==> src/design/dsr_pkg.sv <==
// Shared types, codes and constants for the dual servo slew ramp.
package dsr_pkg;

   localparam logic [1:0] FUNC_TICK    = 2'd0;
   localparam logic [1:0] FUNC_MOVE    = 2'd1;
   localparam logic [1:0] FUNC_DISABLE = 2'd2;

   localparam logic [1:0] GS_DISABLED = 2'd0;
   localparam logic [1:0] GS_CLOSED   = 2'd1;
   localparam logic [1:0] GS_OPEN     = 2'd2;

   localparam int CSR_IDX_W  = 3;
   localparam int CSR_DATA_W = 32;

   localparam logic [CSR_IDX_W-1:0] CSR_GATE0_OPEN  = 3'd0;
   localparam logic [CSR_IDX_W-1:0] CSR_GATE0_CLOSE = 3'd1;
   localparam logic [CSR_IDX_W-1:0] CSR_GATE1_OPEN  = 3'd2;
   localparam logic [CSR_IDX_W-1:0] CSR_GATE1_CLOSE = 3'd3;
   localparam logic [CSR_IDX_W-1:0] CSR_OPEN_RATE   = 3'd4;
   localparam logic [CSR_IDX_W-1:0] CSR_CLOSE_RATE  = 3'd5;
   localparam logic [CSR_IDX_W-1:0] CSR_MIN_TICKS   = 3'd6;

   localparam logic [16:0] FULL_Q16   = 17'd65536;
   localparam logic [16:0] NEAR_Q16   = 17'd6;
   localparam logic [16:0] CLOSED_Q16 = 17'd65530;

   localparam int QUEUE_DEPTH = 2;

   typedef enum logic [1:0] {
      CMD_TICK,
      CMD_MOVE,
      CMD_DISABLE,
      CMD_NOP
   } cmd_kind_type;

   typedef struct packed {
      cmd_kind_type kind;
      logic [16:0]  target;
   } cmd_type;

   typedef struct packed {
      logic [15:0] gate0_open;
      logic [15:0] gate0_close;
      logic [15:0] gate1_open;
      logic [15:0] gate1_close;
      logic [31:0] open_rate;
      logic [31:0] close_rate;
      logic [47:0] open_span;
      logic [47:0] close_span;
   } cfg_type;

   typedef struct packed {
      logic        apply;
      logic [32:0] position;
      logic [1:0]  gate_status;
      logic        ramping;
      logic        move_done;
      logic [16:0] last_ratio;
   } result_type;

endpackage

==> src/design/dsr_front.sv <==
// Front end: decodes request transactions and queues them for the executor.
module dsr_front (
   input  logic              clock,
   input  logic              reset,
   input  logic              req_valid,
   output logic              req_ready,
   input  logic [1:0]        req_func,
   input  logic [16:0]       req_target_ratio,
   output logic              head_valid,
   output dsr_pkg::cmd_type  head,
   input  logic              pop
);
   import dsr_pkg::*;

   localparam int PTR_W = (QUEUE_DEPTH > 1) ? $clog2(QUEUE_DEPTH) : 1;
   localparam int CNT_W = $clog2(QUEUE_DEPTH + 1);

   cmd_type             entry_ff [QUEUE_DEPTH];
   logic [PTR_W-1:0]    wr_ptr_ff, wr_ptr_in;
   logic [PTR_W-1:0]    rd_ptr_ff, rd_ptr_in;
   logic [CNT_W-1:0]    count_ff, count_in;
   cmd_type             decoded;
   logic                push;
   logic                take;

   always_comb begin
      unique case (req_func)
         FUNC_TICK:    decoded.kind = CMD_TICK;
         FUNC_MOVE:    decoded.kind = CMD_MOVE;
         FUNC_DISABLE: decoded.kind = CMD_DISABLE;
         default:      decoded.kind = CMD_NOP;
      endcase
      decoded.target = (req_target_ratio > FULL_Q16) ? FULL_Q16 : req_target_ratio;
   end

   assign req_ready  = (count_ff != CNT_W'(QUEUE_DEPTH));
   assign push       = req_valid && req_ready;
   assign head_valid = (count_ff != '0);
   assign take       = pop && head_valid;
   assign head       = entry_ff[rd_ptr_ff];

   always_comb begin
      wr_ptr_in = wr_ptr_ff;
      rd_ptr_in = rd_ptr_ff;
      count_in  = count_ff;
      if (push) begin
         wr_ptr_in = (wr_ptr_ff == PTR_W'(QUEUE_DEPTH - 1)) ? '0 : wr_ptr_ff + 1'b1;
      end
      if (take) begin
         rd_ptr_in = (rd_ptr_ff == PTR_W'(QUEUE_DEPTH - 1)) ? '0 : rd_ptr_ff + 1'b1;
      end
      if (push && !take) begin
         count_in = count_ff + 1'b1;
      end else if (take && !push) begin
         count_in = count_ff - 1'b1;
      end
   end

   always_ff @(posedge clock) begin
      if (reset) begin
         wr_ptr_ff <= '0;
         rd_ptr_ff <= '0;
         count_ff  <= '0;
      end else begin
         wr_ptr_ff <= wr_ptr_in;
         rd_ptr_ff <= rd_ptr_in;
         count_ff  <= count_in;
      end
   end

   always_ff @(posedge clock) begin
      if (push) begin
         entry_ff[wr_ptr_ff] <= decoded;
      end
   end

endmodule

==> config.mk <==
export PLATFORM = sky130hd
export DESIGN_NAME = dsr_front
export DESIGN_NICKNAME = d
export VERILOG_FILES = /design/src/design/dsr_pkg.sv /design/src/design/dsr_front.sv
export SDC_FILE = /design/constraint.sdc
export NUM_CORES = 1
export LEC_CHECK = 0
export BUFFER_PORTS_ARGS = -buffer_cell sky130_fd_sc_hd__buf_2
export CAP_MARGIN = 20
export CORE_MARGIN = 2
export CORE_UTILIZATION = 52
export DETAILED_ROUTE_END_ITERATION = 6
export PLACE_DENSITY = 0.78
export SLEW_MARGIN = 5
export SYNTH_ARGS = -nofsm -noshare
export SYNTH_HDL_FRONTEND = slang
export SYNTH_SLANG_ARGS = --single-unit
==> constraint.sdc <==
create_clock -name clock -period 2.07 [get_ports clock]
set_clock_uncertainty 0.2 [all_clocks]
set_input_delay 0.414 -clock clock [delete_from_list [all_inputs] [get_ports clock]]
set_output_delay 0.414 -clock clock [all_outputs]
set_load 0.03 [all_outputs]
==> summary.md <==
| Metric | Value |
|---|---|
| Total gr overflow | `0` |
| Measured slew at the worst slew-check pin | `a little under 400 ps` |
| Synth Cell Area | `between 1500 and 2000 sq um` |
| DRC | `0` |
| Final setup viols | `0` |
| Syn nets | `132` |
| Register area share after synthesis | `between 60% and 70%` |
| Max_cap viols | `0` |
| Final Max Tran Viols | `0` |
| Die Y | `62.8 um` |
| Crit Path Category | `flop to primary output` |
| Nets | `roughly 180` |
| Critical Path Source Type | `flop` |
| Worst hold margin | `between 60 and 70 ps` |
| Routed Antenna Nets | `0` |
| 1st-pass router iterations | `4` |
| Clock sink total | `43` |
| Cell Pwr Density | `between 1000 and 1500 nW/um^2` |
| Layout cells sized above 1 | `between 50% and 60%` |
| Ratio of final minimum period to clock period | `between 90% and 100%` |
| CTS Buf Count | `5` |
| CTS H-tree lvls | `2` |
| Synth area leaders | `edfxtp_1 63%, mux2_2 12%, dfxtp_1 5.6%` |
| Setup Fix Bufs, Post-CTS | `0` |
| Final WL | `approximately 3000 um` |
| Avg Cell Area, Syn | `16.7 sq um` |
| Syn Inst Count | `approximately 110` |
| CP endpoint kind | `primary output` |
| Yosys top cell area share | `63.4%` |
| Asr flop ratio synth | `0%` |
| Area Overhead vs Synth | `20.7%` |
| Unique masters post-synth | `23` |
| Fmax achieved | `roughly 0.5 GHz` |
| Synth Warn # | `0` |
| Hold crit path type | `input port to flop` |
| Minimum clock period | `2010 ps` |
| First-pass GRT wire length | `4860 um` |
| Synth Flop Type | `edfxtp_1` |
| Die footprint | `about 3900 sq um` |
| Initial DRC count | `28` |
| CTS tree | `yes` |
| Initial Util | `between 50% and 60%` |
| Top-count cell post-synth | `edfxtp_1` |
| FP Rows | `21` |
| RSZ-0062 raised after global routing | `yes` |
| Placement Cell Area | `2090 sq um` |
| Clock Pin Slew Worst Setup and Hold Paths | `roughly 100 ps` |
| Vias in the first global route | `approximately 1100` |
| Peak supply drop | `700 uV` |
| Pin count of the biggest net entering global routing | `20` |
| Vias/cell | `around 5.1` |
| Clk_lat worst skew | `approximately 340 ps` |
| N_diodes | `0` |
| Synth Register Bits | `43` |
| Port bufs | `43` |
| Core area | `between 3000 and 4000 sq um` |
| WP data required | `between 1000 and 1500 ps` |
| Leading area contributor after synthesis | `edfxtp_1` |
| Wire per inst | `14.4 um` |
| Leak pwr | `a little over 0.8 nW` |
| Post-synth top cells | `38 x edfxtp_1, 19 x mux2_2, 15 x nor2b_1` |
| Total track usage | `between 10% and 20%` |
| Clock root cell | `clkbuf_4` |
| DR vias | `just over 1000` |
| Crit path DAT | `~1400 ps` |
| IO Pins | `44` |
| Final hold vios | `0` |
| CTS max path bufs | `2` |
| Final instance area | `about 2200 sq um` |
| HPWL after detailed placement | `between 2000 and 2500 um` |
| Status | `complete, no violations` |
| Initial antenna violation count | `0` |
| Post-synth EDFFs | `38` |
| Die X | `between 60 and 70 um` |
| Max-slew headroom | `73.8%` |
| Placer Congestion | `~0.78` |
| CP max FO | `6` |
final cells by class:
cell class	instances	area (sq um)
Sequential cell	43	1240
Fill cell	278	1160
Multi-Input combinational cell	58	531
Timing Repair Buffer	49	264
Tap cell	46	57.6
Clock buffer	6	41.3
Clock inverter	1	30.0
Inverter	2	7.51
stage by stage:
stage	utilization, %	power [mW]	cells	TNS (ps)	setup WS (ps)
detailed placement	62.6	2.07	197	0	173
global route	65.1	2.68	205	-162	-20.9
global placement	62.6	2.04	197	0	315
floorplan	-	1.81	108	0	98.1
finish	65.1	2.56	205	0	55.1
CTS	64.9	2.57	204	0	28.4
kinds of logic (layout without fill, tap and decap cells):
logic type	after synthesis	in the layout	synth area share, %
multiplexers	19	19	11.9
AO/OA/AOI/OAI	6	6	3.20
flip-flops	43	43	68.9
AND/OR/NAND/NOR	29	29	12.2
adder cells (fa/ha/maj)	1	1	0.695
XOR/XNOR	3	3	1.46
buffers and inverters	7	58	1.60
registers in the layout, indices dropped and copies added, names as in the netlist, named ones only:
name / cells
entry_ff: 38
rd_ptr_ff: 1
wr_ptr_ff: 1
count_ff: 2
report_power, final:
part / internal, mW / leakage, nW / total, mW / switching [mW]
logic: 0.352 / 0.388 / 0.921 / 0.569
clock network: 0.249 / 0.0383 / 0.488 / 0.239
registers: 1.10 / 0.404 / 1.15 / 0.0516
cell usage in the layout (no fill, tap or decap), types with 2 or more instances in the layout:
cell type / count
dfxtp_1: 4
buf_4: 4
xor2_1: 3
clkbuf_4: 6
nor2b_1: 15
o21ai_0: 2
inv_1: 2
mux2_2: 19
nor4_2: 2
buf_2: 43
nor2_1: 3
edfxtp_1: 38
nor4_4: 2
a21oi_1: 2
path summary, 6_finish.rpt:
| check | from | end | slack (ps) | cells after the start |
|---|---|---|---|---|
| setup / recovery | flop | head[2] | 60 | 3 |
| hold / removal | req_func[0] | entry_ff[0][17]$_DFFE_PP_ | 70 | 1 |
| setup reg to reg | count_ff[0]$_SDFFE_PP0P_ | count_ff[1]$_SDFFE_PP0P_ | 190 | 5 |
| hold reg to reg | count_ff[1]$_SDFFE_PP0P_ | count_ff[1]$_SDFFE_PP0P_ | 330 | 2 |
what timing repair did:
| item | in CTS | in global routing |
|---|---|---|
| hold buffers | 0 | 0 |
| gates cloned | 0 | 1 |
| resized for setup | 1 | 2 |
| endpoints found under the setup margin | 2 | 19 |
worst max-delay path, cell delays in order (launching register included):
cell	delay [ps]
dfxtp_2	370
clkbuf_4	190
mux2_2	330
buf_2	170
per-layer routing:
metal / wire length, um / GRT usage (%) / vias up / share of wire (%)
met3: 190 / 5.59 / 5 / 6.4
met1: 1170 / 18.7 / 502 / 40
met4: 49 / 5.83 / 0 / 1.7
li1: - / - / 500 / -
met2: 1540 / 28.5 / 32 / 52
met5: 0 / 0 / - / 0
(Power assumes the default switching activity.)
