==> src/design/dsr_pkg.sv <==
// Shared types, codes and constants for the dual servo slew ramp.
package dsr_pkg;

   localparam logic [1:0] FUNC_TICK    = 2'd0;
   localparam logic [1:0] FUNC_MOVE    = 2'd1;
   localparam logic [1:0] FUNC_DISABLE = 2'd2;

   localparam logic [1:0] GS_DISABLED = 2'd0;
   localparam logic [1:0] GS_CLOSED   = 2'd1;
   localparam logic [1:0] GS_OPEN     = 2'd2;

   localparam int CSR_IDX_W  = 3;
   localparam int CSR_DATA_W = 32;

   localparam logic [CSR_IDX_W-1:0] CSR_GATE0_OPEN  = 3'd0;
   localparam logic [CSR_IDX_W-1:0] CSR_GATE0_CLOSE = 3'd1;
   localparam logic [CSR_IDX_W-1:0] CSR_GATE1_OPEN  = 3'd2;
   localparam logic [CSR_IDX_W-1:0] CSR_GATE1_CLOSE = 3'd3;
   localparam logic [CSR_IDX_W-1:0] CSR_OPEN_RATE   = 3'd4;
   localparam logic [CSR_IDX_W-1:0] CSR_CLOSE_RATE  = 3'd5;
   localparam logic [CSR_IDX_W-1:0] CSR_MIN_TICKS   = 3'd6;

   localparam logic [16:0] FULL_Q16   = 17'd65536;
   localparam logic [16:0] NEAR_Q16   = 17'd6;
   localparam logic [16:0] CLOSED_Q16 = 17'd65530;

   localparam int QUEUE_DEPTH = 2;

   typedef enum logic [1:0] {
      CMD_TICK,
      CMD_MOVE,
      CMD_DISABLE,
      CMD_NOP
   } cmd_kind_type;

   typedef struct packed {
      cmd_kind_type kind;
      logic [16:0]  target;
   } cmd_type;

   typedef struct packed {
      logic [15:0] gate0_open;
      logic [15:0] gate0_close;
      logic [15:0] gate1_open;
      logic [15:0] gate1_close;
      logic [31:0] open_rate;
      logic [31:0] close_rate;
      logic [47:0] open_span;
      logic [47:0] close_span;
   } cfg_type;

   typedef struct packed {
      logic        apply;
      logic [32:0] position;
      logic [1:0]  gate_status;
      logic        ramping;
      logic        move_done;
      logic [16:0] last_ratio;
   } result_type;

endpackage

==> src/design/dsr_csr.sv <==
// Configuration registers and precomputed minimum ramp spans.
module dsr_csr (
   input  logic                            clock,
   input  logic                            reset,
   input  logic                            csr_wr_en,
   input  logic [dsr_pkg::CSR_IDX_W-1:0]  csr_index,
   input  logic [dsr_pkg::CSR_DATA_W-1:0] csr_wdata,
   output dsr_pkg::cfg_type                cfg
);
   import dsr_pkg::*;

   logic [15:0] g0_open_ff, g0_close_ff, g1_open_ff, g1_close_ff;
   logic [31:0] open_rate_ff, close_rate_ff;
   logic [15:0] min_ticks_ff;
   logic [31:0] open_eff, close_eff;
   logic [47:0] open_span_in, close_span_in;
   logic [47:0] open_span_ff, close_span_ff;

   always_ff @(posedge clock) begin
      if (reset) begin
         g0_open_ff    <= 16'd3277;
         g0_close_ff   <= 16'd5898;
         g1_open_ff    <= 16'd5898;
         g1_close_ff   <= 16'd3277;
         open_rate_ff  <= 32'd21475;
         close_rate_ff <= 32'd12885;
         min_ticks_ff  <= 16'd1000;
      end else if (csr_wr_en) begin
         unique case (csr_index)
            CSR_GATE0_OPEN:  g0_open_ff    <= csr_wdata[15:0];
            CSR_GATE0_CLOSE: g0_close_ff   <= csr_wdata[15:0];
            CSR_GATE1_OPEN:  g1_open_ff    <= csr_wdata[15:0];
            CSR_GATE1_CLOSE: g1_close_ff   <= csr_wdata[15:0];
            CSR_OPEN_RATE:   open_rate_ff  <= csr_wdata[31:0];
            CSR_CLOSE_RATE:  close_rate_ff <= csr_wdata[31:0];
            CSR_MIN_TICKS:   min_ticks_ff  <= csr_wdata[15:0];
            default: ;
         endcase
      end
   end

   // zero rate behaves as one
   assign open_eff  = (open_rate_ff == 32'd0) ? 32'd1 : open_rate_ff;
   assign close_eff = (close_rate_ff == 32'd0) ? 32'd1 : close_rate_ff;

   // floor(dist / rate) < min  <=>  dist < min * rate
   assign open_span_in  = 48'(open_eff) * 48'(min_ticks_ff);
   assign close_span_in = 48'(close_eff) * 48'(min_ticks_ff);

   always_ff @(posedge clock) begin
      open_span_ff  <= open_span_in;
      close_span_ff <= close_span_in;
   end

   assign cfg.gate0_open  = g0_open_ff;
   assign cfg.gate0_close = g0_close_ff;
   assign cfg.gate1_open  = g1_open_ff;
   assign cfg.gate1_close = g1_close_ff;
   assign cfg.open_rate   = open_eff;
   assign cfg.close_rate  = close_eff;
   assign cfg.open_span   = open_span_ff;
   assign cfg.close_span  = close_span_ff;

endmodule

==> config.mk <==
export PLATFORM = sky130hd
export DESIGN_NAME = dsr_csr
export DESIGN_NICKNAME = d
export VERILOG_FILES = /design/src/design/dsr_pkg.sv /design/src/design/dsr_csr.sv
export SDC_FILE = /design/constraint.sdc
export NUM_CORES = 2
export LEC_CHECK = 0
export BUFFER_PORTS_ARGS = -buffer_cell sky130_fd_sc_hd__buf_2
export CORE_AREA = 2 2 369 371
export DETAILED_ROUTE_END_ITERATION = 8
export DIE_AREA = 0 0 371 373
export PLACE_DENSITY = 0.42
export SYNTH_ARGS = -nofsm -noshare
export SYNTH_HDL_FRONTEND = slang
export SYNTH_SLANG_ARGS = --single-unit
==> constraint.sdc <==
create_clock -name clock -period 8.15 [get_ports clock]
set_input_delay 1.63 -clock clock [delete_from_list [all_inputs] [get_ports clock]]
set_output_delay 1.63 -clock clock [all_outputs]
set_load 0.03 [all_outputs]
==> results.cfg <==
[clock_network]
root_buffer = clkbuf_16
clk_transition_reported_paths_ns = 0.06
cts_tree = yes
ctsHoldBuffers = 0
clock_latency_ns = 0.65
tritoncts.num_buffers = 36
cts_num_sinks = 240
cts.htree.levels = 2
clockBufferDepth = 3
cts_resized = 0
cts_setup_buffers = 0

[global_route]
global_route_wire_length_before_repair_um = 200300
grt.met3_usage_pct = 3.635
antenna_found_initial = 18
first_global_vias = 32810
met1_usage_pct = 26.07
use_met2_pct = 30.86
globalRouteTotalUtil_pct = 18.85
overflow = 0
global_route.peak_usage_layer = met2
grt_start_max_net_pins = 81

[critical_path]
path_buf_inv = 7
cpLargestDelayFamily = adder cells
cp_common_cell = fa_1
worstPathArrival_ns = 8.30
timing_worst_setup_path_type = flop to flop
slowest_cell_on_the_critical_path = nor4_2
timing.critical_path.to_type = flop
timing.critical_path.required_ns = 8.71
crit_path_max_incr_delay_ns = 0.51
worst_setup_path_start_kind = flop
cp_max_fo = 7

[status]
status = finished, final reports clean

[synth]
synthFlopType = dfxtp_1
net_count_after_synthesis = 5761
synth-seq-area-share_pct = 12.02
synthCells = 4647
syn_area_per_cell_sq_um = 8.603
synthArstFlopShare_pct = 0
synth_edf_count = 0
number_of_distinct_library_cells_after_synthesis = 62
post_synth_instance_area_sq_um = 39980
yosys_warning_total = 0
number_of_storage_elements_in_the_synthesis_netlist = 240

[placement]
place.detailed.hpwl_um = 96420
numPortBuffers = 261
gp_routability_congestion = 0.7986
post_dp_cell_area_sq_um = 43170

[die]
floorplan.die.height_um = 373
core_area_sq_um = 134600
dieWidth_um = 371
top_level_ports = 262
floorplan.die_area_sq_um = 138400
placementRows = 135
initial_utilization_pct = 29.70

[finish]
finalInstanceArea_sq_um = 44520
final_nets = 5823
final_layout_size_suffix_gt1_share_pct = 10.28
end_of_flow_core_utilization_pct = 33.07
area.growth.synth_to_final_pct = 11.35

[route]
wire_length_per_cell_um = 19.43
firstDrtPassIters = 5
drt-vias-per-instance = 4.680
drc = 0
vias = 30500
drt_iter0_drc = 1494
finalWirelength_um = 126600
final_antenna_net_count = 0

[worst_hold_path]
hp-class = flop to flop

[power_and_ir_drop]
cellInternalPower_mw = 4.265
combinational_cell_fraction_of_total_power_pct = 59.4
power_density_nw_per_um2 = 180.7
power.share.switching_pct = 46.97
netSwitchingPower_mw = 3.779
power.clock.fraction_pct = 22.6
ir_worst_vdd_v = 0.0002626
power.share.sequential_pct = 18.0
leakagePower_nw = 21.72

[sta]
period_share_pct = 94.96
timing.final.max_slew_violations = 0
report.final.setup_viol = 0
tns_ns = 0
final.min_clock_period_ns = 7.739
grt_setup_unrepaired = false
skew_ns = 0.05540
worst_pin_slew_ns = 1.289
hold_violations = 0
maxClockFrequency_ghz = 0.1292
max_slew_margin_pct = 13.78

[job]
max_cap_viol_count = 0
layer usage:
layer  routed length [um]  vias to the layer above
met1                57380                    15910
met5                  120                        -
met4                 1841                       20
met3                 7499                      114
li1                     -                    13800
met2                59800                      660
cell usage in the layout (no fill, tap or decap), drive strengths merged, types with 18 or more instances in the layout:
master	instances
buf	387
nand3	28
clkbuf	42
xnor2	58
o21bai	21
nor2	58
nand2	939
inv	900
and2	436
nor4	18
nand3b	53
o21ai	42
a21o	40
xor2	28
a21oi	200
nand4	25
fa	836
ha	240
dfxtp	240
worst min-delay path: cells and delay by family (launching register included):
kind	cells	cell delay (ns)
compound gates	1	0.05
flops	1	0.30
simple gates	1	0.05
synthesized netlist by cell type, types with 3 or more instances:
cell	count	area (sq um)
o21ai_0	37	185.2
nand4_1	25	156.4
nor4_1	18	112.6
nand3b_1	53	397.9
or3_1	4	25.02
o211ai_1	5	37.54
xnor2_1	58	508.0
o31ai_1	7	52.55
a21oi_1	197	986.0
a221oi_1	4	35.03
o21bai_1	21	157.7
nand3_1	28	140.1
nor2b_1	16	100.1
o21a_1	9	67.56
o21ai_1	4	20.02
nor2_1	57	214.0
ha_1	240	3003
buf_2	5	25.02
and2_1	436	2728
a21o_1	40	300.3
buf_6	3	33.78
a211oi_1	10	75.07
nand2_1	939	3525
nor3_1	11	55.05
a31oi_1	10	62.56
a21oi_2	3	26.28
and3_1	3	18.77
nand2b_1	9	56.30
inv_1	895	3359
xor2_1	28	245.2
a311o_1	3	30.03
or2_2	4	25.02
dfxtp_1	240	4805
clkbuf_1	350	1314
fa_1	836	16740
registers in the layout, indices dropped and copies added, names as in the netlist:
name           cells
g0_close_ff       16
g1_close_ff       16
open_rate_ff      32
g0_open_ff        16
min_ticks_ff      16
close_rate_ff     32
close_span_ff     48
g1_open_ff        16
open_span_ff      48
per-stage QoR:
stage	total power [mW]	hold slack, ns	instances	setup slack, ns
floorplan	4.871	0.4579	4647	1.292
global placement	6.328	0.4395	6452	0.2099
detailed placement	6.295	0.4441	6452	0.2770
CTS	8.192	0.4520	6517	0.1927
global route	8.825	0.4706	6517	0.02594
finish	8.044	0.4530	6518	0.4109
power groups by stage:
stage	clock network, mW	registers (mW)	logic (mW)
6_report	1.82	1.45	4.78
3_5_place_dp	0	1.48	4.81
2_1_floorplan	0	1.72	3.15
5_1_grt	1.93	1.47	5.42
4_1_cts	1.90	1.46	4.84
3_3_place_gp	0	1.48	4.85
cell families (layout without fill, tap and decap cells):
logic type / after synthesis / after routing / synth area share (%)
fa+ha+maj: 1076 / 1076 / 49.37
buf+inv: 1258 / 1347 / 11.90
xor+xnor: 86 / 86 / 1.884
compound gates: 372 / 372 / 5.668
other cells: 0 / 1 / 0
flops: 240 / 240 / 12.02
mux: 1 / 1 / 0.02504
simple gates: 1614 / 1614 / 19.13
path summary, 6_finish.rpt:
path                            slack (ns)  depth (start not counted)                end         startpoint
worst max-delay path                  0.41                         27  close_span_ff[46]  close_rate_ff[16]
worst min-delay path                  0.45                          2    g1_close_ff[15]    g1_close_ff[15]
worst max register to register        0.41                         27  close_span_ff[46]  close_rate_ff[16]
worst min register to register        0.45                          2    g1_close_ff[15]    g1_close_ff[15]
layout make-up:
cell class / count / area, sq um
clock inverters: 23 / 369.1
multi-input cells: 3149 / 30430
fillers: 14340 / 90110
flip-flops and latches: 240 / 4832
well taps: 1781 / 2228
diodes: 1 / 2.502
repair buffers: 387 / 2317
inverters: 895 / 3359
clock buffers: 42 / 974.7
Power figures use the tool's default switching activity.
