File: config.mk
export PLATFORM = sky130hd
export DESIGN_NAME = dsr_levels
export DESIGN_NICKNAME = d
export VERILOG_FILES = /design/src/design/dsr_pkg.sv /design/src/design/dsr_levels.sv
export SDC_FILE = /design/constraint.sdc
export NUM_CORES = 2
export LEC_CHECK = 0
export ABC_AREA = 1
export BUFFER_PORTS_ARGS = -buffer_cell sky130_fd_sc_hd__buf_4
export CAP_MARGIN = 30
export CORE_UTILIZATION = 66
export CTS_BUF_LIST = sky130_fd_sc_hd__clkbuf_8 sky130_fd_sc_hd__clkbuf_16
export DETAILED_ROUTE_END_ITERATION = 10
export PLACE_DENSITY = 0.86
export SETUP_SLACK_MARGIN = 0.05
export SYNTH_ARGS = -nofsm -noshare
export SYNTH_HDL_FRONTEND = slang
export SYNTH_SLANG_ARGS = --single-unit
File: constraint.sdc
create_clock -name clock -period 12.9 [get_ports clock]
set_clock_uncertainty 0.1 [all_clocks]
set_input_delay 1.29 -clock clock [delete_from_list [all_inputs] [get_ports clock]]
set_output_delay 1.29 -clock clock [all_outputs]
set_load 0.01 [all_outputs]
File: src/design/dsr_pkg.sv
// Shared types, codes and constants for the dual servo slew ramp.
package dsr_pkg;

   localparam logic [1:0] FUNC_TICK    = 2'd0;
   localparam logic [1:0] FUNC_MOVE    = 2'd1;
   localparam logic [1:0] FUNC_DISABLE = 2'd2;

   localparam logic [1:0] GS_DISABLED = 2'd0;
   localparam logic [1:0] GS_CLOSED   = 2'd1;
   localparam logic [1:0] GS_OPEN     = 2'd2;

   localparam int CSR_IDX_W  = 3;
   localparam int CSR_DATA_W = 32;

   localparam logic [CSR_IDX_W-1:0] CSR_GATE0_OPEN  = 3'd0;
   localparam logic [CSR_IDX_W-1:0] CSR_GATE0_CLOSE = 3'd1;
   localparam logic [CSR_IDX_W-1:0] CSR_GATE1_OPEN  = 3'd2;
   localparam logic [CSR_IDX_W-1:0] CSR_GATE1_CLOSE = 3'd3;
   localparam logic [CSR_IDX_W-1:0] CSR_OPEN_RATE   = 3'd4;
   localparam logic [CSR_IDX_W-1:0] CSR_CLOSE_RATE  = 3'd5;
   localparam logic [CSR_IDX_W-1:0] CSR_MIN_TICKS   = 3'd6;

   localparam logic [16:0] FULL_Q16   = 17'd65536;
   localparam logic [16:0] NEAR_Q16   = 17'd6;
   localparam logic [16:0] CLOSED_Q16 = 17'd65530;

   localparam int QUEUE_DEPTH = 2;

   typedef enum logic [1:0] {
      CMD_TICK,
      CMD_MOVE,
      CMD_DISABLE,
      CMD_NOP
   } cmd_kind_type;

   typedef struct packed {
      cmd_kind_type kind;
      logic [16:0]  target;
   } cmd_type;

   typedef struct packed {
      logic [15:0] gate0_open;
      logic [15:0] gate0_close;
      logic [15:0] gate1_open;
      logic [15:0] gate1_close;
      logic [31:0] open_rate;
      logic [31:0] close_rate;
      logic [47:0] open_span;
      logic [47:0] close_span;
   } cfg_type;

   typedef struct packed {
      logic        apply;
      logic [32:0] position;
      logic [1:0]  gate_status;
      logic        ramping;
      logic        move_done;
      logic [16:0] last_ratio;
   } result_type;

endpackage

File: src/design/dsr_levels.sv
// Back stage: servo level interpolation and the response register.
module dsr_levels (
   input  logic                clock,
   input  logic                reset,
   input  dsr_pkg::cfg_type    cfg,
   input  logic                mid_valid,
   input  dsr_pkg::result_type mid,
   output logic                mid_ready,
   output logic                rsp_valid,
   input  logic                rsp_ready,
   output logic [15:0]         rsp_duty0,
   output logic [15:0]         rsp_duty1,
   output logic [1:0]          rsp_gate_status,
   output logic                rsp_ramping,
   output logic                rsp_move_done,
   output logic [16:0]         rsp_last_ratio
);
   import dsr_pkg::*;

   function automatic logic [15:0] interp(input logic [15:0] open_lvl,
                                          input logic [15:0] close_lvl,
                                          input logic [32:0] pos);
      logic [15:0] span;
      logic [49:0] prod;
      logic [15:0] res;
      if (close_lvl >= open_lvl) begin
         span = close_lvl - open_lvl;
         prod = 50'(span) * 50'(pos);
         res  = open_lvl + prod[47:32];
      end else begin
         span = open_lvl - close_lvl;
         prod = 50'(span) * 50'(pos) + 50'h0_FFFF_FFFF;
         res  = open_lvl - prod[47:32];
      end
      return res;
   endfunction

   logic        valid_ff;
   logic [15:0] duty0_ff, duty1_ff;
   logic [1:0]  gstate_ff;
   logic        ramping_ff;
   logic        done_ff;
   logic [16:0] last_ff;
   logic [15:0] lvl0, lvl1;
   logic        load;

   assign mid_ready = !valid_ff || rsp_ready;
   assign load      = mid_valid && mid_ready;
   assign lvl0      = interp(cfg.gate0_open, cfg.gate0_close, mid.position);
   assign lvl1      = interp(cfg.gate1_open, cfg.gate1_close, mid.position);

   always_ff @(posedge clock) begin
      if (reset) begin
         valid_ff <= 1'b0;
         duty0_ff <= '0;
         duty1_ff <= '0;
      end else begin
         if (mid_ready) begin
            valid_ff <= mid_valid;
         end
         if (load && mid.apply) begin
            duty0_ff <= lvl0;
            duty1_ff <= lvl1;
         end
      end
   end

   always_ff @(posedge clock) begin
      if (load) begin
         gstate_ff  <= mid.gate_status;
         ramping_ff <= mid.ramping;
         done_ff    <= mid.move_done;
         last_ff    <= mid.last_ratio;
      end
   end

   assign rsp_valid       = valid_ff;
   assign rsp_duty0       = duty0_ff;
   assign rsp_duty1       = duty1_ff;
   assign rsp_gate_status = gstate_ff;
   assign rsp_ramping     = ramping_ff;
   assign rsp_move_done   = done_ff;
   assign rsp_last_ratio  = last_ff;

endmodule

==> results.cfg <==
[placed_design]
detailedPlacementHpwl_um = 194000
place_ws_ps = 732
port_buffers = 177
place_inst = 11300
gp_congestion = 1.12

[worst_setup_path]
cp_startpoint_kind = input port
cp.buffers_inverters = 12
timing.critical_path.fanout_max = 12
crit_path_start = cfg[163]
setup.worst_path.class = in2reg
top_delay_family_on_crit_path = adder cells
cp_data_arrival_time_ps = 12210
crit_path_top_delay_cell = sky130_fd_sc_hd__fa_1
endpoint_kind = register
worstPathRequired_ps = 13050
cpPeakStageDelay_ps = 550
r2r-start = rsp_valid$_SDFFE_PP0N_
setup.reg_to_reg.worst_slack_ps = 10100

[synthesis]
syn-instance-count = 9931
synth_edf_count = 21
synth_nets = 12500
synth-seq-cells = 54
syn-cell-area_um2 = 74200
synth_top_flop_cell = sky130_fd_sc_hd__dfxtp_1
syn_area_per_cell_um2 = 7.48
synth_async_sr_flop_share_pct = 0
synth_unique_cells = 60
register_area_share_after_synthesis_pct = 1.74
yosys_warnings = 0

[grt]
via_count_of_the_first_global_routing_pass = 68600
grt_max_degree = 54
globalRouteTotalUtil_pct = 43.7
global_route.overflow_total = 0
grt_antenna_before_repair = 14
grt_pass1_wl_um = 376000

[outcome]
run_status = complete, no violations

[timing]
fmax_mhz = 82.9
hold_viol_final = 0
worst_margin_slew_ps = 1140
final_period_minus_worst_setup_slack_ps = 12070
max_transition_viols_final = 0
layout_setup_ws_ps = 832
min_period_over_period_pct = 93.5
hold_slack_ps = 373
final.setup.tns_ps = 0
setup_viol_count_final = 0
rsz0062_at_grt = no
relSlewSlack_pct = 23.8

[die]
core.rowCount = 122
start_util_pct = 66.8
die_width_um = 337
dieArea_um2 = 114000
die_h_um = 337
top_level_ports = 338
core_region_area_um2 = 111000

[clock_network]
cts-buffers-inserted = 5
cts_resized = 0
cts-htree-levels = 2
ctsHoldBuffers = 0
cts.root.buffer_cell = sky130_fd_sc_hd__clkbuf_16
buffers_inserted_by_post_cts_timing_repair = 0
clock-sinks = 54
clk_pin_slew_worst_paths_ps = 70
cts_tree = done
clock_latency_on_the_worst_skew_pair_ps = 310
clk_path_buf_depth = 2

[run]
max_cap_viol_count = 0

[route]
routed_wirelength_um = 240000
postRouteAntennaNets = 0
dr_total_vias = 65600
starting_drt_drc_count = 7309
drc_errors = 0
via_per_inst = 5.78
detail_route.first_pass.iterations = 9
routed_wire_length_per_instance_um = 21.1

[final_layout]
final-instance-count-excl-fill = 11400
final_layout_size_suffix_gt1_share_pct = 4.58
area_growth_syn_to_layout_pct = 4.00
most-common-layout-cells = sky130_fd_sc_hd__inv_1, sky130_fd_sc_hd__nand2_1, sky130_fd_sc_hd__fa_1
layout_commonest_cell = sky130_fd_sc_hd__inv_1
final_nets = 12500

[worst_hold_path]
min-delay-start = rsp_duty1[0]$_SDFFE_PP0P_
holdCritPathClass = reg2reg
stage by stage:
stage	instance area (µm²)	utilization [%]
3_5_place_dp	77000	69.3
5_1_grt	77200	69.5
3_3_place_gp	76900	69.2
2_1_floorplan	74200	-
6_report	77200	69.5
4_1_cts	77100	69.4
area by class of cell:
cell class | instances | area, µm²
multi-input cells | 6839 | 61500
fillers | 9178 | 33900
inverters | 2657 | 9990
repair buffers | 309 | 2390
well taps | 1488 | 1860
flip-flops and latches | 54 | 1290
clock buffers | 5 | 125
clock inverters | 3 | 48.8
diodes | 5 | 12.5
synthesized netlist by cell type (11+ instances only):
library cell                  n  share of area [%]
sky130_fd_sc_hd__nand3_1    135               0.91
sky130_fd_sc_hd__a21oi_1    297                2.0
sky130_fd_sc_hd__nand2_2     22               0.19
sky130_fd_sc_hd__clkbuf_1   328                1.7
sky130_fd_sc_hd__o21bai_1    35               0.35
sky130_fd_sc_hd__ha_1       576                9.7
sky130_fd_sc_hd__a21o_1      30               0.30
sky130_fd_sc_hd__xor2_1      29               0.34
sky130_fd_sc_hd__buf_2       24               0.16
sky130_fd_sc_hd__o21a_1      16               0.16
sky130_fd_sc_hd__nand2_1   2540                 13
sky130_fd_sc_hd__or2_2       43               0.36
sky130_fd_sc_hd__nor2_1     943                4.8
sky130_fd_sc_hd__inv_2       17              0.086
sky130_fd_sc_hd__edfxtp_1    21               0.85
sky130_fd_sc_hd__nor3_1      30               0.20
sky130_fd_sc_hd__nand4_1     51               0.43
sky130_fd_sc_hd__dfxtp_1     33               0.89
sky130_fd_sc_hd__clkinv_1    31               0.16
sky130_fd_sc_hd__fa_1      1754                 47
sky130_fd_sc_hd__nor2_2      22               0.19
sky130_fd_sc_hd__buf_1       26               0.13
sky130_fd_sc_hd__a31oi_1     16               0.13
sky130_fd_sc_hd__inv_1     2607                 13
sky130_fd_sc_hd__a21boi_0    11               0.11
sky130_fd_sc_hd__o21ai_0    155                1.0
sky130_fd_sc_hd__o21ai_1     16               0.11
sky130_fd_sc_hd__xnor2_1     26               0.31
cell families (layout without fill, tap and decap cells):
| group | after synthesis | count (layout) | synth area share, % |
|---|---|---|---|
| AOI/OAI and AO/OA | 615 | 615 | 4.68 |
| xor gates and xnor gates | 55 | 55 | 0.649 |
| adders and majority gates | 2330 | 2330 | 57.0 |
| buffers and inverters | 3038 | 2974 | 15.4 |
| DFF | 54 | 54 | 1.74 |
| muxes | 3 | 3 | 0.0404 |
| other | 0 | 5 | 0 |
| and+or+nand+nor | 3836 | 3836 | 20.5 |
path summary, 6_finish.rpt:
check                                             endpoint  cells after the start
worst min register to register   rsp_duty1[0]$_SDFFE_PP0P_                      2
worst min-delay path             rsp_duty1[0]$_SDFFE_PP0P_                      2
worst max-delay path            rsp_duty1[15]$_SDFFE_PP0P_                     50
worst max register to register   rsp_duty0[8]$_SDFFE_PP0P_                     10
metal layers:
metal  global-route usage, %  share of wire (%)  vias up
li1                        -                  -    28300
met5                   0.553              0.054        -
met1                    57.9                 36    31800
met4                    22.5                6.5       18
met3                    15.5                 16     1044
met2                    63.4                 42     4489
flip-flops by register name (all words and copies together) (netlist names):
signal	cells
rsp_duty0	16
rsp_duty1	16
rsp_gate_status	2
rsp_last_ratio	17
rsp_move_done	1
rsp_ramping	1
rsp_valid	1
worst min-delay path: cells and delay by family, from the launching register on:
family | cells | cell delay, ps
AO/OA/AOI/OAI | 1 | 60
flip-flops | 1 | 310
AND/OR/NAND/NOR | 1 | 60
Power is not shown: default switching activity piles up to over one toggle a cycle in this logic, so the estimate is an artifact.
