**src/design/dsr_pkg.sv**
```systemverilog
// Shared types, codes and constants for the dual servo slew ramp.
package dsr_pkg;

   localparam logic [1:0] FUNC_TICK    = 2'd0;
   localparam logic [1:0] FUNC_MOVE    = 2'd1;
   localparam logic [1:0] FUNC_DISABLE = 2'd2;

   localparam logic [1:0] GS_DISABLED = 2'd0;
   localparam logic [1:0] GS_CLOSED   = 2'd1;
   localparam logic [1:0] GS_OPEN     = 2'd2;

   localparam int CSR_IDX_W  = 3;
   localparam int CSR_DATA_W = 32;

   localparam logic [CSR_IDX_W-1:0] CSR_GATE0_OPEN  = 3'd0;
   localparam logic [CSR_IDX_W-1:0] CSR_GATE0_CLOSE = 3'd1;
   localparam logic [CSR_IDX_W-1:0] CSR_GATE1_OPEN  = 3'd2;
   localparam logic [CSR_IDX_W-1:0] CSR_GATE1_CLOSE = 3'd3;
   localparam logic [CSR_IDX_W-1:0] CSR_OPEN_RATE   = 3'd4;
   localparam logic [CSR_IDX_W-1:0] CSR_CLOSE_RATE  = 3'd5;
   localparam logic [CSR_IDX_W-1:0] CSR_MIN_TICKS   = 3'd6;

   localparam logic [16:0] FULL_Q16   = 17'd65536;
   localparam logic [16:0] NEAR_Q16   = 17'd6;
   localparam logic [16:0] CLOSED_Q16 = 17'd65530;

   localparam int QUEUE_DEPTH = 2;

   typedef enum logic [1:0] {
      CMD_TICK,
      CMD_MOVE,
      CMD_DISABLE,
      CMD_NOP
   } cmd_kind_type;

   typedef struct packed {
      cmd_kind_type kind;
      logic [16:0]  target;
   } cmd_type;

   typedef struct packed {
      logic [15:0] gate0_open;
      logic [15:0] gate0_close;
      logic [15:0] gate1_open;
      logic [15:0] gate1_close;
      logic [31:0] open_rate;
      logic [31:0] close_rate;
      logic [47:0] open_span;
      logic [47:0] close_span;
   } cfg_type;

   typedef struct packed {
      logic        apply;
      logic [32:0] position;
      logic [1:0]  gate_status;
      logic        ramping;
      logic        move_done;
      logic [16:0] last_ratio;
   } result_type;

endpackage

```
**src/design/dsr_exec.sv**
```systemverilog
// Executor: gate position, ramp and pending-command state, one command per cycle while mid_ready is high.
module dsr_exec (
   input  logic                clock,
   input  logic                reset,
   input  dsr_pkg::cfg_type    cfg,
   input  logic                head_valid,
   input  dsr_pkg::cmd_type    head,
   output logic                pop,
   output logic                mid_valid,
   output dsr_pkg::result_type mid,
   input  logic                mid_ready
);
   import dsr_pkg::*;

   logic [32:0] pos_ff, pos_in;
   logic [16:0] tgt_ff, tgt_in;
   logic        known_ff, known_in;
   logic        ramp_ff, ramp_in;
   logic        toopen_ff, toopen_in;
   logic        pend_v_ff, pend_v_in;
   logic        pend_dis_ff, pend_dis_in;
   logic [16:0] pend_tgt_ff, pend_tgt_in;
   logic [1:0]  gstate_ff, gstate_in;
   logic [16:0] last_ff, last_in;
   logic        mid_valid_ff, mid_valid_in;
   result_type  mid_ff, mid_in;

   logic        fire;
   logic        use_pending;
   logic [16:0] exec_t;
   logic        exec_dis;
   logic        to_open;
   logic [16:0] dist16;
   logic [47:0] span;
   logic        short_move;
   logic [31:0] rate;
   logic [32:0] goal;
   logic [32:0] exec_pos;
   logic        reached;
   logic [32:0] step_pos;
   logic        apply;
   logic        done;
   logic        do_exec;
   logic        finish;
   logic [16:0] finish_t;

   assign fire = head_valid && mid_ready;
   assign pop  = fire;

   assign use_pending = (head.kind == CMD_TICK);
   assign exec_t      = use_pending ? pend_tgt_ff : head.target;
   assign exec_dis    = use_pending ? pend_dis_ff : (head.kind == CMD_DISABLE);
   assign exec_pos    = {exec_t, 16'd0};

   assign to_open    = (exec_t < tgt_ff);
   assign dist16     = to_open ? (tgt_ff - exec_t) : (exec_t - tgt_ff);
   assign span       = to_open ? cfg.open_span : cfg.close_span;
   assign short_move = (48'({dist16, 16'd0}) < span);

   assign rate = toopen_ff ? cfg.open_rate : cfg.close_rate;
   assign goal = {tgt_ff, 16'd0};

   always_comb begin
      if (toopen_ff) begin
         reached  = (pos_ff <= goal) || ((pos_ff - goal) <= {1'b0, rate});
         step_pos = pos_ff - {1'b0, rate};
      end else begin
         reached  = (pos_ff >= goal) || ((goal - pos_ff) <= {1'b0, rate});
         step_pos = pos_ff + {1'b0, rate};
      end
   end

   always_comb begin
      pos_in      = pos_ff;
      tgt_in      = tgt_ff;
      known_in    = known_ff;
      ramp_in     = ramp_ff;
      toopen_in   = toopen_ff;
      pend_v_in   = pend_v_ff;
      pend_dis_in = pend_dis_ff;
      pend_tgt_in = pend_tgt_ff;
      gstate_in   = gstate_ff;
      last_in     = last_ff;
      apply       = 1'b0;
      done        = 1'b0;
      do_exec     = 1'b0;
      finish      = 1'b0;
      finish_t    = exec_t;

      if (fire) begin
         unique case (head.kind)
            CMD_TICK: begin
               if (ramp_ff) begin
                  apply = 1'b1;
                  if (reached) begin
                     pos_in   = goal;
                     ramp_in  = 1'b0;
                     finish   = 1'b1;
                     finish_t = tgt_ff;
                  end else begin
                     pos_in = step_pos;
                  end
               end else if (pend_v_ff) begin
                  pend_v_in = 1'b0;
                  do_exec   = 1'b1;
               end
            end
            CMD_MOVE, CMD_DISABLE: begin
               if (ramp_ff || pend_v_ff) begin
                  pend_v_in   = 1'b1;
                  pend_dis_in = (head.kind == CMD_DISABLE);
                  pend_tgt_in = head.target;
               end else begin
                  do_exec = 1'b1;
               end
            end
            CMD_NOP: ;
         endcase
      end

      if (do_exec) begin
         if (exec_dis) begin
            gstate_in = GS_DISABLED;
            done      = 1'b1;
         end else if (!known_ff) begin
            known_in = 1'b1;
            pos_in   = exec_pos;
            apply    = 1'b1;
            finish   = 1'b1;
         end else if (dist16 <= NEAR_Q16) begin
            pos_in = exec_pos;
            finish = 1'b1;
         end else if (short_move) begin
            pos_in = exec_pos;
            apply  = 1'b1;
            finish = 1'b1;
         end else begin
            ramp_in   = 1'b1;
            toopen_in = to_open;
            tgt_in    = exec_t;
         end
      end

      if (finish) begin
         tgt_in  = finish_t;
         last_in = finish_t;
         done    = 1'b1;
         if (finish_t <= NEAR_Q16) begin
            gstate_in = GS_OPEN;
         end else if (finish_t >= CLOSED_Q16) begin
            gstate_in = GS_CLOSED;
         end
      end

      mid_in.apply       = apply;
      mid_in.position    = pos_in;
      mid_in.gate_status = gstate_in;
      mid_in.ramping     = ramp_in;
      mid_in.move_done   = done;
      mid_in.last_ratio  = last_in;

      mid_valid_in = mid_ready ? head_valid : mid_valid_ff;
   end

   always_ff @(posedge clock) begin
      if (reset) begin
         pos_ff       <= '0;
         tgt_ff       <= '0;
         known_ff     <= 1'b0;
         ramp_ff      <= 1'b0;
         toopen_ff    <= 1'b0;
         pend_v_ff    <= 1'b0;
         pend_dis_ff  <= 1'b0;
         pend_tgt_ff  <= '0;
         gstate_ff    <= GS_DISABLED;
         last_ff      <= '0;
         mid_valid_ff <= 1'b0;
      end else begin
         pos_ff       <= pos_in;
         tgt_ff       <= tgt_in;
         known_ff     <= known_in;
         ramp_ff      <= ramp_in;
         toopen_ff    <= toopen_in;
         pend_v_ff    <= pend_v_in;
         pend_dis_ff  <= pend_dis_in;
         pend_tgt_ff  <= pend_tgt_in;
         gstate_ff    <= gstate_in;
         last_ff      <= last_in;
         mid_valid_ff <= mid_valid_in;
      end
   end

   always_ff @(posedge clock) begin
      if (fire) begin
         mid_ff <= mid_in;
      end
   end

   assign mid_valid = mid_valid_ff;
   assign mid       = mid_ff;

endmodule

```
**config.mk**
```make
export PLATFORM = sky130hd
export DESIGN_NAME = dsr_exec
export DESIGN_NICKNAME = d
export VERILOG_FILES = /design/src/design/dsr_pkg.sv /design/src/design/dsr_exec.sv
export SDC_FILE = /design/constraint.sdc
export NUM_CORES = 1
export LEC_CHECK = 0
export BUFFER_PORTS_ARGS = -buffer_cell sky130_fd_sc_hd__buf_2
export CELL_PAD_IN_SITES_DETAIL_PLACEMENT = 1
export CELL_PAD_IN_SITES_GLOBAL_PLACEMENT = 1
export CORE_MARGIN = 5
export CORE_UTILIZATION = 45
export CTS_CLUSTER_DIAMETER = 30
export DETAILED_ROUTE_END_ITERATION = 6
export GPL_ROUTABILITY_DRIVEN = 0
export GPL_TIMING_DRIVEN = 0
export PLACE_DENSITY_LB_ADDON = 0.12
export SLEW_MARGIN = 40
export SYNTH_ARGS = -nofsm -noshare
export SYNTH_HDL_FRONTEND = slang
export SYNTH_SLANG_ARGS = --single-unit
```
**constraint.sdc**
```tcl
create_clock -name clock -period 14.4 [get_ports clock]
set_clock_uncertainty 0.05 [all_clocks]
set_input_delay 0.72 -clock clock [delete_from_list [all_inputs] [get_ports clock]]
set_output_delay 0.72 -clock clock [all_outputs]
set_load 0.02 [all_outputs]
```
==> impl_metrics.json <==
{
  "synth_mux_area_share_pct": 5.58,
  "path_buf_inv": 5,
  "synth_seq_cells": 147,
  "num_vias": 15764,
  "io_pins": 304,
  "std_cell_rows": 66,
  "drt_first_pass_iters": 7,
  "grt_pass1_vias": 16361,
  "maxSlewHeadroom_pct": 42.7,
  "yosysSeqAreaShare_pct": 23.6,
  "grt_overflow_total": 0,
  "synth_top_family_by_area": "compound AO/OA/AOI/OAI gates",
  "grt_first_pass_wirelength_um": 90900,
  "cts_setup_buffers": 0,
  "rsz0062_at_grt": "no",
  "netlist_area_um2": 14800,
  "die_h_um": 191,
  "rr_endpoint": "mid[53]$_DFFE_PP_",
  "port_buffers": 239,
  "grt_max_degree": 46,
  "htreeDepth": 4,
  "dieArea_um2": 36600,
  "path_depth": 24,
  "dr_wl_met2_um": 28100,
  "drt_iter0_markers": 1041,
  "synth-edff-count": 55,
  "synthSimpleGateAreaFrac_pct": 19.3,
  "min_period_over_period_pct": 59.7,
  "met1Wirelength_um": 24600,
  "leakagePower_uw": 0.00737,
  "cp-startpoint": "toopen_ff$_SDFFE_PP0P_",
  "hpwl_um": 48200,
  "syn_to_final_growth_pct": 16.2,
  "avgViaCountPerCell": 6.19,
  "p_total_uw": 1580,
  "antennaDiodeCount": 0,
  "synth_xor_area_share_pct": 6.15,
  "crit_end": "mid[53]$_DFFE_PP_",
  "ir_worst_vdd_v": 0.0000831,
  "max_stage_delay_ns": 0.66,
  "synth_compound_area_share_pct": 24.6,
  "dpl_worst_slack_ns": 5.71,
  "clk_latency_ns": 0.44,
  "drc": 0,
  "gr-usage-all-layers_pct": 31.4,
  "syn_avg_cell_area_um2": 8.09,
  "initial_utilization_pct": 45.5,
  "clock-sinks": 147,
  "synthAdderAreaFrac_pct": 15.9,
  "power_density_nw_per_um2": 92.0,
  "path_common_cell": "clkbuf_1",
  "critPathMaxFanout": 10,
  "tightest_slew_ns": 0.857,
  "path_clk_slew_ns": 0.06,
  "fp.dieW_um": 191,
  "layout_common_cells": "buf_2 (261), a21oi_1 (208), ha_1 (182)",
  "end_kind": "flip-flop",
  "min_from": "pend_tgt_ff[4]$_SDFFE_PP0P_",
  "top_layer_used": "met4",
  "max_freq_ghz": 0.116,
  "async_flop_share_pct": 0,
  "mappedNetlistNets": 2264,
  "layout-drive-gt1-share_pct": 17.1,
  "cp.arrival_ns": 8.78,
  "r2r.worst_path.cells": 24,
  "synth_cells": 1831,
  "cts-root-buf": "clkbuf_16",
  "clockBufferDepth": 2,
  "cts_hold_buf": 0,
  "wirelength_um": 59700,
  "layout.nets": 2524,
  "min_path_type": "flip-flop to flip-flop",
  "cts_resized": 0,
  "worstPathCellList": "clkbuf_1 -> clkbuf_1 -> clkbuf_1 -> clkbuf_1 -> buf_2 -> mux2i_1 -> ha_1 -> o211ai_1 -> or3_1 -> nor2_1 -> xor2_1 -> nor2_1 -> a21oi_1 -> ha_1 -> a21o_1 -> a2111oi_0 -> o21ai_0 -> a31oi_1 -> o32ai_1 -> o41ai_1 -> xnor2_1 -> nand2_1 -> o211a_1 -> nor2_1",
  "route.met3.wl_um": 3740,
  "core_um2": 32500,
  "regToRegStartpoint": "toopen_ff$_SDFFE_PP0P_",
  "crit_type": "flip-flop to flip-flop",
  "crit_path_start_kind": "flip-flop",
  "critical_path.top_delay_family": "buffers and inverters",
  "final_common_cell": "buf_2",
  "cts_tree": "done",
  "finalCriticalPeriod_ns": 8.59,
  "layout_setup_ws_ns": 5.81,
  "yosys_warnings": 0,
  "routedWlPerCell_um": 23.4,
  "cts_buffers": 17,
  "rrSetupSlack_ns": 5.81,
  "outcome": "finished clean",
  "drv_slew": 0,
  "max-cap-violations": 0,
  "finalHoldViolations": 0,
  "synth_cell_types": 86,
  "timing.setup.tns_ns": 0,
  "cp.required_ns": 14.59,
  "antenna_found_initial": 1,
  "ant_nets": 0,
  "setup_viol": 0,
  "cpMaxStageDelayCell": "clkbuf_1",
  "synthFlopType": "dfxtp_1"
}
## sequential cells by signal (all words and copies together), names as in the netlist
signal,flops
mid,55
pos_ff,33
last_ff,17
pend_tgt_ff,17
tgt_ff,17
gstate_ff,2
known_ff,1
mid_valid,1
pend_dis_ff,1
pend_v_ff,1
ramp_ff,1
toopen_ff,1
## layout make-up
type	instances	area [um^2]
plain buffers	83	358
clock buffers	21	462
clock inverters	11	129
fillers	4135	15300
inverters	95	359
multi-input cells	1506	10600
flip-flops and latches	147	3490
well taps	442	553
repair buffers	241	1220
## metrics by stage
stage | hold WS (ns) | instances | utilization (%) | cell area [um^2]
finish | 0.404 | 2546 | 52.9 | 17200
CTS | 0.407 | 2545 | 52.8 | 17200
global route | 0.421 | 2546 | 52.9 | 17200
detailed placement | 0.398 | 2513 | 51.0 | 16600
global placement | 0.388 | 2512 | 50.9 | 16600
floorplan | 0.383 | 1831 | - | 14800
## how the worst min path moves through the flow
stage                     slack [ns]  cells past startpoint                           end
after floorplan                 0.38                      2  pend_tgt_ff[10]$_SDFFE_PP0P_
after global placement          0.39                      2  pend_tgt_ff[10]$_SDFFE_PP0P_
after detailed placement        0.40                      2   pend_tgt_ff[4]$_SDFFE_PP0P_
after CTS                       0.41                      2   pend_tgt_ff[4]$_SDFFE_PP0P_
after global routing            0.42                      2      pend_dis_ff$_SDFFE_PP0P_
final                           0.40                      2   pend_tgt_ff[4]$_SDFFE_PP0P_
## worst register-to-register path, delay by kind of cell (launching register included)
family          cells  cell delay, ns
buf+inv             5            2.79
flops               1            0.35
simple gates        5            1.00
xor+xnor            2            0.43
fa+ha+maj           2            0.70
compound gates      9            2.68
mux                 1            0.39
## Yosys cell counts, types with 42 or more instances
library cell / count / area [um^2]
edfxtp_1: 55 / 1650
dfxtp_1: 92 / 1840
o21ai_0: 66 / 330
nor2_1: 132 / 495
inv_1: 95 / 357
xnor2_1: 67 / 587
nor3_1: 42 / 210
a21oi_1: 208 / 1040
clkbuf_1: 54 / 203
mux2i_1: 69 / 691
ha_1: 182 / 2280
nand2_1: 162 / 608
a211oi_1: 64 / 480
## cell families after synthesis
group	count (synthesis)
AND/OR/NAND/NOR	572
AO/OA/AOI/OAI	563
adder cells (fa/ha/maj)	186
buffers and inverters	178
flip-flops	147
XOR/XNOR	104
multiplexers	81
## power breakdown
group | switching, uW | internal [uW]
Clock | 191 | 267
Sequential | 18.9 | 447
Combinational | 400 | 257
## metal layers
metal	track usage, %	up-vias
li1	-	7330
met1	38.6	7633
met2	53.7	625
met3	4.89	176
met4	14.8	0
met5	0	-
No activity file was read; power rests on OpenSTA's default activity.
